$ cat config.mk
export PLATFORM = sky130hd
export DESIGN_NAME = pdmg_div
export DESIGN_NICKNAME = d
export VERILOG_FILES = /design/src/rtl/pdmg_pkg.sv /design/src/rtl/pdmg_div.sv
export SDC_FILE = /design/constraint.sdc
export NUM_CORES = 1
export LEC_CHECK = 0
export ABC_CLOCK_PERIOD_IN_PS = 6600
export BUFFER_PORTS_ARGS = -buffer_cell sky130_fd_sc_hd__buf_4
export CAP_MARGIN = 10
export CORE_MARGIN = 10
export CORE_UTILIZATION = 60
export DETAILED_ROUTE_END_ITERATION = 10
export PLACE_DENSITY = 0.93
export SYNTH_ARGS = -nofsm -noshare
export SYNTH_HDL_FRONTEND = slang
export SYNTH_SLANG_ARGS = --single-unit
$ cat constraint.sdc
create_clock -name clk -period 6.6 [get_ports clk]
set_input_delay 0.99 -clock clk [delete_from_list [all_inputs] [get_ports clk]]
set_output_delay 0.99 -clock clk [all_outputs]
set_load 0.05 [all_outputs]
$ cat src/rtl/pdmg_pkg.sv
// Package for the per-device message guard: request and result structs,
// the table entry layout, decision and register codes, divider handshake types.
// No dependencies.
package pdmg_pkg;

    // Default table depth.
    localparam int TABLE_DEPTH_DEF = 16;

    // Configuration port geometry.
    localparam int CFG_IDX_W  = 3;
    localparam int CFG_DATA_W = 32;

    // Register indexes.
    localparam logic [CFG_IDX_W-1:0] CFG_DUP_WINDOW   = 3'd0;
    localparam logic [CFG_IDX_W-1:0] CFG_REFILL       = 3'd1;
    localparam logic [CFG_IDX_W-1:0] CFG_BURST        = 3'd2;
    localparam logic [CFG_IDX_W-1:0] CFG_STRIKE_LIMIT = 3'd3;
    localparam logic [CFG_IDX_W-1:0] CFG_QUARANTINE   = 3'd4;

    // Decision codes.
    localparam logic [2:0] DEC_ALLOW   = 3'd0;
    localparam logic [2:0] DEC_DUP     = 3'd1;
    localparam logic [2:0] DEC_RATE    = 3'd2;
    localparam logic [2:0] DEC_QUAR    = 3'd3;
    localparam logic [2:0] DEC_INVALID = 3'd4;

    // Strike counter saturation value.
    localparam logic [7:0] STRIKE_MAX = 8'hFF;

    // Divider operand width.
    localparam int DIV_W = 32;

    typedef struct packed {
        logic [31:0] key_hash;
        logic        key_present;
        logic [31:0] payload_fingerprint;
        logic [31:0] now_ms;
    } msg_t;

    typedef struct packed {
        logic [2:0] decision;
        logic       evicted;
        logic [3:0] slot_used;
        logic [7:0] tokens_left;
    } res_t;

    // One table entry as held in the entry memory.
    typedef struct packed {
        logic [31:0] key;
        logic [7:0]  tokens;
        logic [7:0]  strikes;
        logic        has_accepted;
        logic [31:0] last_print;
        logic [31:0] last_seen;
        logic [31:0] last_refill;
        logic [31:0] last_accept_time;
        logic [31:0] quarantine_end;
    } entry_t;

    localparam int ENTRY_W = $bits(entry_t);

    // Divider request and response.
    typedef struct packed {
        logic             start;
        logic [DIV_W-1:0] dividend;
        logic [DIV_W-1:0] divisor;
    } div_req_t;

    typedef struct packed {
        logic             busy;
        logic             done;
        logic [DIV_W-1:0] quot;
        logic [DIV_W-1:0] rem;
    } div_rsp_t;

endpackage

$ cat src/rtl/pdmg_div.sv
// Restoring unsigned divider, one quotient bit per cycle.
// Depends on pdmg_pkg for the request and response types.
module pdmg_div (
    input  logic               clk,
    input  logic               rst_n,
    input  pdmg_pkg::div_req_t req,
    output pdmg_pkg::div_rsp_t rsp
);
    import pdmg_pkg::*;

    localparam int CNT_W = $clog2(DIV_W + 1);

    logic [DIV_W-1:0] quo_reg, quo_next;
    logic [DIV_W-1:0] rem_reg, rem_next;
    logic [DIV_W-1:0] dsr_reg, dsr_next;
    logic [CNT_W-1:0] cnt_reg, cnt_next;
    logic             busy_reg, busy_next;
    logic             done_reg, done_next;
    logic [DIV_W:0]   shifted;
    logic [DIV_W:0]   diff;

    // One trial subtraction per cycle.
    always_comb
    begin
        shifted   = {rem_reg, quo_reg[DIV_W-1]};
        diff      = shifted - {1'b0, dsr_reg};
        quo_next  = quo_reg;
        rem_next  = rem_reg;
        dsr_next  = dsr_reg;
        cnt_next  = cnt_reg;
        busy_next = busy_reg;
        done_next = 1'b0;
        if (req.start)
        begin
            quo_next  = req.dividend;
            rem_next  = '0;
            dsr_next  = req.divisor;
            cnt_next  = CNT_W'(DIV_W);
            busy_next = 1'b1;
        end
        else if (busy_reg)
        begin
            if (!diff[DIV_W])
            begin
                rem_next = diff[DIV_W-1:0];
                quo_next = {quo_reg[DIV_W-2:0], 1'b1};
            end
            else
            begin
                rem_next = shifted[DIV_W-1:0];
                quo_next = {quo_reg[DIV_W-2:0], 1'b0};
            end
            cnt_next = cnt_reg - 1'b1;
            if (cnt_reg == CNT_W'(1))
            begin
                busy_next = 1'b0;
                done_next = 1'b1;
            end
        end
    end

    always_ff @(posedge clk or negedge rst_n)
    begin
        if (!rst_n)
        begin
            quo_reg  <= '0;
            rem_reg  <= '0;
            dsr_reg  <= '0;
            cnt_reg  <= '0;
            busy_reg <= 1'b0;
            done_reg <= 1'b0;
        end
        else
        begin
            quo_reg  <= quo_next;
            rem_reg  <= rem_next;
            dsr_reg  <= dsr_next;
            cnt_reg  <= cnt_next;
            busy_reg <= busy_next;
            done_reg <= done_next;
        end
    end

    assign rsp.busy = busy_reg;
    assign rsp.done = done_reg;
    assign rsp.quot = quo_reg;
    assign rsp.rem  = rem_reg;

endmodule

==> reports/metrics.csv <==
metric,value,unit
outcome,finished clean,
synthArstFlopShare,1.000,
synth_area_per_cell,8.700,sq um
pwr_density_cell,380.5,nW/um^2
vias,5990,
critPathMaxFanout,18,
postCtsSetupBuffers,0,
synth_area,6534,sq um
die_h,124.4,microns
drive_gt1_frac,0.2193,
drc_errors,0,
num_rows,38,
antenna_found_initial,0,
setup.worst_path.end_class,flop,
area_growth,18.69,%
synth_area_leader_cell,dfrtp_1,
initial_core_util,0.6081,
clock-root-buffer,clkbuf_8,
fillCellCount,813,
via_per_inst,5.978,
htreeDepth,3,
grt_use_total,0.2140,
ys_seq_elements,104,
fin_tns_setup,0,ns
insertion_delay,0.38,ns
dp_hpwl,12.36,mm
finalSetupViolCount,0,
ctsHoldBuffers,0,
hp-class,in2async,
synth_ff_type,dfrtp_1,
max_freq,0.2563,GHz
slew_headroom,0.3657,
clk_pin_slew_worst_paths,0.13,ns
synth_edf_count,0,
synth_warnings,0,
grt_max_degree,97,
cp-start-kind,flop,
grt_remaining_overflow,0,
crit_type,reg2reg,
clk_path_buf_depth,2,
die_area,15460,sq um
setup_slack,2.698,ns
synth.area.top_cells,"dfrtp_1 (40%), nand2_1 (7.6%), ha_1 (6.5%)",
diodes,0,
dr.first_iter.drc_count,538,
gp_congestion,0.9064,
cts_buffers,9,
ctsResizeCount,0,
syn-num-nets,853,
first_global_vias,5854,
worstPathArrival,4.18,ns
worst_slew_pin_slew,0.9515,ns
cts_tree,built,
leakage,3.952,nW
drt_pre_antenna_iters,5,
yosysTopAreaCellShare,0.3983,
rsz0062_at_grt,no,
drt-total-wl,17.16,mm
final_nets,959,
ant_nets,0,
port_buffers,132,
hold_viol_final,0,
peakVddDrop,223.9,uV
ys_types,61,
cts_sinks,104,
synth_cells,751,
period_minus_slack,3.902,ns
post-place-ws,2.727,ns
coreArea,10750,sq um
maxSlewViolCount,0,
grt_pass1_wl,28.46,mm
io-pin-count,133,
wire_per_inst,17.12,microns
finalClockSkew,0.01523,ns
die_w,124.4,microns
total_power,2.951,mW
worstPathRequired,6.87,ns
ys_seq_area_frac,0.3983,
drv_cap,0,
fin_crit_sh,0.5912,
[critical path: stages, from the launching register on]
cell	delay [ns]
dfrtp_1	0.42
inv_1	0.07
ha_1	0.16
inv_1	0.06
fa_1	0.41
a211oi_1	0.26
o21ai_1	0.18
o211ai_1	0.28
a31oi_2	0.16
a221o_2	0.47
xnor2_2	0.56
buf_4	0.39
a21oi_1	0.12
a211oi_1	0.26
[cells by family (layout without fill, tap and decap cells)]
logic type,after synthesis,in the layout,share of synthesized area
DFF,104,104,0.3983
buffers and inverters,90,201,0.05802
adders and majority gates,35,35,0.06817
AOI/OAI and AO/OA,216,216,0.2227
xor gates and xnor gates,31,31,0.04270
muxes,33,33,0.05075
and+or+nand+nor,242,242,0.1593
[synth_stat cells (2+ instances only)]
library cell  instances
nand2_2              10
o21ai_0              83
dfrtp_1             104
a31o_2                2
a311oi_1              7
o21bai_1              4
nor4_1                2
xor2_1               16
a21oi_1              42
o211ai_1              7
xnor2_1              14
nor2_1               49
and3_1                6
inv_1                48
and4_1                2
nand2_1             132
o22ai_1               2
ha_1                 34
mux2i_1              32
clkbuf_1             29
or3_1                 4
o32ai_1               4
a311oi_2             15
buf_4                 2
nand3_1              10
a21o_1               11
a31oi_1               4
nor3_1               13
nand4_1               6
and2_1                2
o2111a_1              2
buf_2                 8
o21ai_1               7
a211oi_1              8
nor2b_1               3
a41oi_1               2
[stage by stage]
step                      hold WS, ns  area (sq um)  utilization  std cells
after global placement         0.4961          7550       0.7026        986
after detailed placement       0.5097          7550       0.7026        986
final                          0.5262          7755       0.7217       1002
after CTS                      0.5358          7755       0.7217       1002
after floorplan                0.4739          6534            -        751
after global routing           0.5529          7755       0.7217       1002
[worst paths after layout]
path	from	end	slack (ns)	cells past startpoint
max in group asynchronous	rst_n	busy_reg$_DFF_PN0_	4.79	2
setup / recovery	quo_reg[31]$_DFFE_PN0P_	rem_reg[26]$_DFFE_PN0P_	2.70	13
min in group clk	dsr_reg[0]$_DFFE_PN0P_	dsr_reg[0]$_DFFE_PN0P_	0.53	1
hold reg to reg	dsr_reg[0]$_DFFE_PN0P_	dsr_reg[0]$_DFFE_PN0P_	0.53	1
setup reg to reg	quo_reg[31]$_DFFE_PN0P_	rem_reg[26]$_DFFE_PN0P_	2.70	13
hold / removal	rst_n	quo_reg[7]$_DFFE_PN0P_	0.53	1
[routing by layer]
layer  share of wire  vias up  GRT usage
li1                -     2846          -
met1            0.40     2842     0.2594
met2            0.50      238     0.3567
met3           0.057       64    0.03404
met4           0.044        0     0.1145
met5               0        -          0
[area by class of cell]
| type | count | area (sq um) | area share |
|---|---|---|---|
| Multi-Input combinational cell | 557 | 3560 | 0.4590 |
| Clock inverter | 7 | 81.33 | 0.01049 |
| Sequential cell | 104 | 2606 | 0.3361 |
| Inverter | 48 | 180.2 | 0.02323 |
| Timing Repair Buffer | 137 | 1028 | 0.1326 |
| Tap cell | 140 | 175.2 | 0.02259 |
| Clock buffer | 9 | 123.9 | 0.01597 |
[cells in the final DEF, fill, tap and decap left out, types with 2 or more instances in the layout]
| cell | n |
|---|---|
| nor3_1 | 13 |
| and3_1 | 6 |
| inv_8 | 2 |
| o2111a_1 | 2 |
| clkinv_4 | 2 |
| a211oi_1 | 8 |
| nand3_1 | 10 |
| nor2_1 | 49 |
| nor2b_1 | 3 |
| a31oi_1 | 4 |
| and2_1 | 2 |
| ha_1 | 34 |
| o211ai_1 | 7 |
| clkinv_8 | 2 |
| a21o_1 | 11 |
| buf_4 | 137 |
| o21bai_1 | 4 |
| or3_1 | 4 |
| clkbuf_8 | 9 |
| o22ai_1 | 2 |
| o32ai_1 | 4 |
| a41oi_1 | 2 |
| nand4_1 | 6 |
| dfrtp_1 | 103 |
| inv_1 | 48 |
| a311oi_2 | 15 |
| nand2_1 | 132 |
| xnor2_1 | 14 |
| nand2_2 | 10 |
| mux2i_1 | 32 |
| nor4_1 | 2 |
| xor2_1 | 15 |
| and4_1 | 2 |
| a31o_2 | 2 |
| o21ai_0 | 83 |
| o21ai_1 | 7 |
| a21oi_1 | 42 |
| a311oi_1 | 7 |
[where the power goes]
group / switching [mW] / internal [mW]
Combinational: 1.07 / 0.596
Sequential: 0.123 / 0.752
Clock: 0.256 / 0.152
Total: 1.45 / 1.50
No activity file was read; power rests on OpenSTA's default activity.
