`src/rtl/pdmg_ram.sv`:
```
// Generic simple dual-port RAM with registered read.
// No dependencies.
module pdmg_ram #(
    parameter int WIDTH = 8,
    parameter int DEPTH = 16,
    parameter int AW    = (DEPTH > 1) ? $clog2(DEPTH) : 1
) (
    input  logic             clk,
    input  logic             we,
    input  logic [AW-1:0]    waddr,
    input  logic [WIDTH-1:0] wdata,
    input  logic             re,
    input  logic [AW-1:0]    raddr,
    output logic [WIDTH-1:0] rdata
);

    logic [WIDTH-1:0] mem [DEPTH];

    // Write port and registered read port.
    always_ff @(posedge clk)
    begin
        if (we)
        begin
            mem[waddr] <= wdata;
        end
        if (re)
        begin
            rdata <= mem[raddr];
        end
    end

endmodule

```
`config.mk`:
```
export PLATFORM = sky130hd
export DESIGN_NAME = pdmg_ram
export DESIGN_NICKNAME = d
export VERILOG_FILES = /design/src/rtl/pdmg_ram.sv
export SDC_FILE = /design/constraint.sdc
export NUM_CORES = 1
export LEC_CHECK = 0
export BUFFER_PORTS_ARGS = -buffer_cell sky130_fd_sc_hd__buf_2
export CAP_MARGIN = 20
export CELL_PAD_IN_SITES_DETAIL_PLACEMENT = 1
export CELL_PAD_IN_SITES_GLOBAL_PLACEMENT = 2
export CORE_MARGIN = 2
export CORE_UTILIZATION = 48
export DETAILED_ROUTE_END_ITERATION = 8
export GPL_TIMING_DRIVEN = 0
export PLACE_DENSITY_LB_ADDON = 0.1
export SLEW_MARGIN = 20
export SYNTH_ARGS = -nofsm -noshare
export SYNTH_HDL_FRONTEND = slang
export SYNTH_SLANG_ARGS = --single-unit
```
`constraint.sdc`:
```
create_clock -name clk -period 2.25 [get_ports clk]
set_input_delay 0.5625 -clock clk [delete_from_list [all_inputs] [get_ports clk]]
set_output_delay 0.5625 -clock clk [all_outputs]
set_load 0.01 [all_outputs]
```
==> results_dict.tcl, run 1 <==
set metrics [dict create \
    synth.area.top_cells "edfxtp_1, mux4_2, mux4_1" \
    root_buffer "clkbuf_8" \
    clock-sinks 136 \
    period_share_pct 79.63 \
    leakage_nw 1.986 \
    ctsResizeCount 0 \
    p_seq_share_pct 53.7 \
    max_slew_margin_pct 39.80 \
    die_width_um 108.4 \
    nFillCells 942 \
    antenna_found_initial 0 \
    hold_path_class "in2reg" \
    final_util_pct 55.93 \
    clkLatencyLatePin_ps 530 \
    wl_per_cell_um 23.70 \
    post-cts-setup-buffer-count 0 \
    drt_iter0_drc 106 \
    cp-start-kind "input pin" \
    place_ws_ps -82.95 \
    core_um2 10750 \
    slowest_delay_ps 710 \
    area.sequential_um2 4084 \
    nNetsFinal 292 \
    place_inst 394 \
    die-area_um2 11740 \
    num_rows 38 \
    hold_viol 0 \
    grt_pass1_vias 2561 \
    finalWeightedCongestion 0.7092 \
    grt_pass1_wl_um 15450 \
    routed_wl_um 10030 \
    synth_fp_nets 248 \
    cp_cell_sequence "buf_2, or3b_2, nor2_1" \
    start_util_pct 48.65 \
    critPathBufInv 1 \
    clkTransAtPathRegs_ps 60 \
    combinationalPowerShare_pct 5.1 \
    fmax_mhz 558.2 \
    multi_input_area_um2 1077 \
    fin_cells 423 \
    fin_ws_ps 458.4 \
    yosys.area.top_type "edfxtp_1" \
    netlist_area_um2 5228 \
    post-dp-hpwl_um 6503 \
    setup_viol 0 \
    p_switching_mw 1.086 \
    fin_total_pwr_mw 5.346 \
    grt.overflow.total 0 \
    swShare_pct 20.31 \
    worstMarginPinSlew_ps 899.7 \
    maxCapViolCount 0 \
    drive_above_1_share_pct 27.21 \
    io_buffers 25 \
    power_frac_clock_pct 41.2 \
    slew_viol_final 0 \
    ys_types 18 \
    ctsHtreeMaxLevel 4 \
    grt_max_degree 17 \
    required_ps 2390 \
    worstSetupEndpointType "flop" \
    grt_use_total_pct 19.61 \
    drtAntennaViolNets 0 \
    postSynthCellCount 229 \
    p_per_area_nw_per_um2 889.5 \
    critical_path.top_delay_family "simple AND/OR/NAND/NOR gates" \
    fin_crit_ps 1792 \
    setup_tns_ps 0 \
    syn2layout_area_growth_pct 14.96 \
    rsz0062_at_grt "no" \
    numCtsBuffers 17 \
    cts_buffer_depth 2 \
    drc 0 \
    viasPerCell 5.634 \
    cp_slowest_cell "nor2_1" \
    worstPathArrival_ps 1930 \
    yosysSeqAreaShare_pct 78.12 \
    outcome "completed" \
    num_vias 2383 \
    firstDrtPassIters 4 \
    cts_tree "yes" \
    peakVddDrop_mv 0.4952 \
    skew_ps 16.23 \
    antennaDiodeCount 0 \
    worstPathMaxFanout 8 \
    ys_ff_latch 136 \
    avgSynthCellArea_um2 22.83 \
    synth_top_cell_area_share_pct 78.12 \
    ios 27 \
    holdBufCountCts 0 \
    synth-warning-count 0 \
    power.internal_mw 4.260 \
    die_h_um 108.4 \
    crit_type "in2reg" \
]
==> registers in the layout, summed over array words and instances (netlist names) <==
register  count
rdata         8
mem         128
==> power groups by stage <==
stage	registers (mW)	logic [mW]	clock network [mW]
after floorplan	2.92	0.144	0
after global placement	2.92	0.274	0
after detailed placement	2.92	0.280	0
after CTS	2.87	0.281	2.25
after global routing	2.87	0.304	2.35
final	2.87	0.275	2.20
==> path summary, 6_finish.rpt <==
check            start        end  slack, ps  cells after the start
max reg2reg  mem[4][0]   rdata[0]        680                      3
min                 re   rdata[5]        380                      1
min reg2reg  mem[8][1]   rdata[1]        760                      3
max           waddr[2]  mem[3][4]        460                      3
==> through the flow <==
stage          hold slack [ps]  instance area (µm²)
3_3_place_gp             743.8                 5528
2_1_floorplan            661.4                 5228
6_report                 380.5                 6010
5_1_grt                  375.3                 6010
4_1_cts                  360.3                 6010
3_5_place_dp             747.9                 5548
==> synthesized netlist by cell type, drive strengths merged <==
| master | number |
|---|---|
| nor2b | 1 |
| clkdlybuf4s25 | 3 |
| and2b | 1 |
| edfxtp | 136 |
| a22oi | 16 |
| nand3 | 1 |
| buf | 7 |
| mux4 | 32 |
| or3b | 1 |
| nor2 | 13 |
| nand2b | 2 |
| nand2 | 9 |
| nand3b | 2 |
| and2 | 1 |
| nor3 | 4 |
==> worst register-to-register path: stages (launching register included) <==
cell      delay (ps)
edfxtp_1         360
mux4_1           560
a22oi_1          270
nand2_1          110
==> final cells by class <==
cell class                      instances  share of cell area, %
Sequential cell                       136                  67.96
Buffer                                 10                  1.437
Timing Repair Buffer                   25                  2.082
Multi-Input combinational cell         83                  17.93
Tap cell                              140                  2.915
Clock inverter                         10                 0.6663
Clock buffer                           19                  7.016
==> metal layers <==
metal	vias up	part of all wire [%]	track usage [%]
li1	1069	-	-
met1	1229	47	28.39
met2	70	46	27.99
met3	15	5.6	6.691
met4	0	1.7	7.051
met5	-	0	0
==> layout by cell type (no fill, tap or decap), drive strengths merged <==
| master | instances |
|---|---|
| clkdlybuf4s25 | 3 |
| nor2 | 13 |
| edfxtp | 136 |
| and2b | 1 |
| buf | 32 |
| nand2 | 9 |
| nand3b | 2 |
| nor2b | 1 |
| or3b | 1 |
| nor3 | 4 |
| clkbuf | 19 |
| nand2b | 2 |
| a22oi | 16 |
| nand3 | 1 |
| mux4 | 32 |
| clkinv | 10 |
| and2 | 1 |
==> cells by family after synthesis <==
group | after synthesis | share of synthesized area, %
mux | 32 | 14.79
compound gates | 16 | 2.298
flops | 136 | 78.12
buf+inv | 10 | 1.651
simple gates | 35 | 3.136
(Power assumes the default switching activity.)
==> run 2, diff against run 1 <==
- ABC_AREA: not set -> 1
- CORE_UTILIZATION: 48 -> 41
- clock period: 2.25 -> 1.85 ns (I/O delays scaled with it)
==> results_dict.tcl, run 2 <==
set metrics [dict create \
    synthSimpleGateAreaFrac_pct 20.76 \
    grt.overflow.total 0 \
    yosys.area.top_type "edfxtp_1" \
    place_area_um2 6187 \
    cp.depth 3 \
    post-dp-hpwl_um 10780 \
    ctsHtreeMaxLevel 4 \
    final_area_um2 6730 \
    nFillCells 1536 \
    post-cts-setup-buffer-count 0 \
    core_um2 13880 \
    root_buffer "clkbuf_16" \
    worstMarginPinSlew_ps 1054 \
    die_width_um 123.4 \
    synth_top_cell_area_share_pct 69.85 \
    ys_ff_latch 136 \
    synth_fp_nets 570 \
    max_slew_margin_pct 29.46 \
    drc 0 \
    clkLatencyLatePin_ps 420 \
    slowest_delay_ps 820 \
    yosysSeqAreaShare_pct 69.85 \
    r2r_slack_ps 640 \
    clock-sinks 136 \
    synth_compound_area_share_pct 0 \
    setup_tns_ps 0 \
    skew_ps 9.851 \
    worstPathArrival_ps 1630 \
    finalWeightedCongestion 0.7696 \
    synth.area.top_cells "edfxtp_1, nand2_1, nand3_1" \
    r2r_end "rdata[4]" \
    synth-async-reset-ratio_pct 0 \
    drt_iter0_drc 312 \
    cp-start-kind "input pin" \
    ys_types 11 \
    hold_path_class "in2reg" \
    hold_viol 0 \
    min_from "re" \
    synth_top_family_by_area "simple AND/OR/NAND/NOR gates" \
    synth-warning-count 0 \
    cts_tree "yes" \
    wl_per_cell_um 21.06 \
    min_to "rdata[0]" \
    drive_above_1_share_pct 12.40 \
    peakVddDrop_mv 0.5150 \
    clkTransAtPathRegs_ps 60 \
    fin_crit_ps 1591 \
    r2r.worst_path.cells 6 \
    largest_reg_flops 128 \
    worstPathMaxFanout 8 \
    numCtsBuffers 17 \
    ios 27 \
    critical_path.top_delay_family "simple AND/OR/NAND/NOR gates" \
    grt_max_degree 17 \
    layout_commonest_cell "nand2_1" \
    leakage_nw 2.896 \
    setup_viol 0 \
    critPathBufInv 1 \
    final_util_pct 48.49 \
    slew_viol_final 0 \
    drtAntennaViolNets 0 \
    p_per_area_nw_per_um2 1058 \
    synth-adder-area-share_pct 0 \
    whs_path_depth 1 \
    hold_slack_ps 405.2 \
    fmax_mhz 628.4 \
    synth_xor_xnor_area_share_pct 0 \
    netlist_area_um2 5847 \
    holdBufCountCts 0 \
    avgSynthCellArea_um2 10.61 \
    fin_total_pwr_mw 7.122 \
    num_vias 3929 \
    firstDrtPassIters 5 \
    top_regs "mem (128), rdata (8)" \
    outcome "completed" \
    synth.most_common_cell "nand2_1" \
    syn2layout_area_growth_pct 15.11 \
    num_rows 43 \
    cp_slowest_cell "nor2_1" \
    ctsResizeCount 0 \
    grt_pass1_vias 4058 \
    rsz0062_at_grt "no" \
    synth_common_cells "nand2_1, edfxtp_1, inv_1" \
    antenna_found_initial 0 \
    muxShareOfSynthArea_pct 0 \
    synth_edf_count 136 \
    antennaDiodeCount 0 \
    postSynthCellCount 551 \
    period_share_pct 86.02 \
    cts_buffer_depth 2 \
    cp_cell_sequence "buf_2, nand3b_1, nor2_1" \
    io_buffers 23 \
    nNetsFinal 612 \
    ys.flop_type "edfxtp_1" \
    routed_wl_um 16530 \
    crit_type "in2reg" \
    maxCapViolCount 0 \
    r2r-start "mem[10][4]" \
    worstSetupEndpointType "flop" \
    viasPerCell 5.005 \
    top_register "mem" \
    start_util_pct 42.12 \
    grt_pass1_wl_um 24780 \
    required_ps 1880 \
    grt_use_total_pct 23.86 \
    final_cell_mix "nand2_1, edfxtp_1, inv_1, nand3_1, buf_2" \
    die_h_um 123.4 \
    die-area_um2 15230 \
]
run 2: cell count changes after synthesis, sizes merged, moves of 3 or more:
cell	delta
nand2	+164
inv	+102
nand3	+96
mux4	-32
buf	+17
a22oi	-16
nor2	+4
nor3	-4
clkdlybuf4s25	-3
run 2: cell type report:
class | instances | area [µm²] | share of cell area [%]
Clock buffer | 19 | 432.9 | 6.432
Inverter | 102 | 382.9 | 5.689
Tap cell | 180 | 225.2 | 3.346
Multi-Input combinational cell | 289 | 1214 | 18.03
Timing Repair Buffer | 23 | 115.1 | 1.710
Clock inverter | 12 | 110.1 | 1.636
Buffer | 24 | 166.4 | 2.473
Sequential cell | 136 | 4084 | 60.68
run 2: per-stage QoR:
step,setup slack (ps),cells
2_1_floorplan,436.7,551
3_3_place_gp,-186.3,754
3_5_place_dp,-209.3,754
4_1_cts,233.7,785
5_1_grt,200.7,785
6_report,258.6,785
run 2: worst reg2reg max path, stage by stage, from the launching register on:
cell and delay, ps:
edfxtp_1 380, inv_1 60, nand2_1 50, nand3_1 140
nand3_1 110, nand3_1 130, nand2_1 90
run 2: how the worst max path moves through the flow:
stage,to,start,slack [ps]
2_1_floorplan,mem[10][0],waddr[2],440
3_3_place_gp,mem[4][1],waddr[3],-190
4_1_cts,mem[4][6],waddr[3],230
3_5_place_dp,mem[4][6],waddr[3],-210
6_report,mem[4][6],waddr[3],260
5_1_grt,mem[4][6],waddr[3],200
run 2: routing by layer:
layer	global-route usage, %	routed length [µm]	up-vias
li1	-	-	1863
met1	32.74	7579	1929
met2	37.29	7646	116
met3	5.028	976	21
met4	9.162	331	0
met5	0	0	-
run 2: cell families (layout without fill, tap and decap cells):
kind of cell | count (synthesis) | in the layout
and+or+nand+nor | 289 | 289
buffers and inverters | 126 | 180
DFF | 136 | 136
run 2: power by group:
| group | switching [mW] | leakage [nW] | internal (mW) |
|---|---|---|---|
| Sequential | 0.0172 | 1.24 | 3.47 |
| Clock | 1.22 | 0.271 | 1.94 |
| Combinational | 0.343 | 1.39 | 0.129 |
| Total | 1.58 | 2.90 | 5.55 |
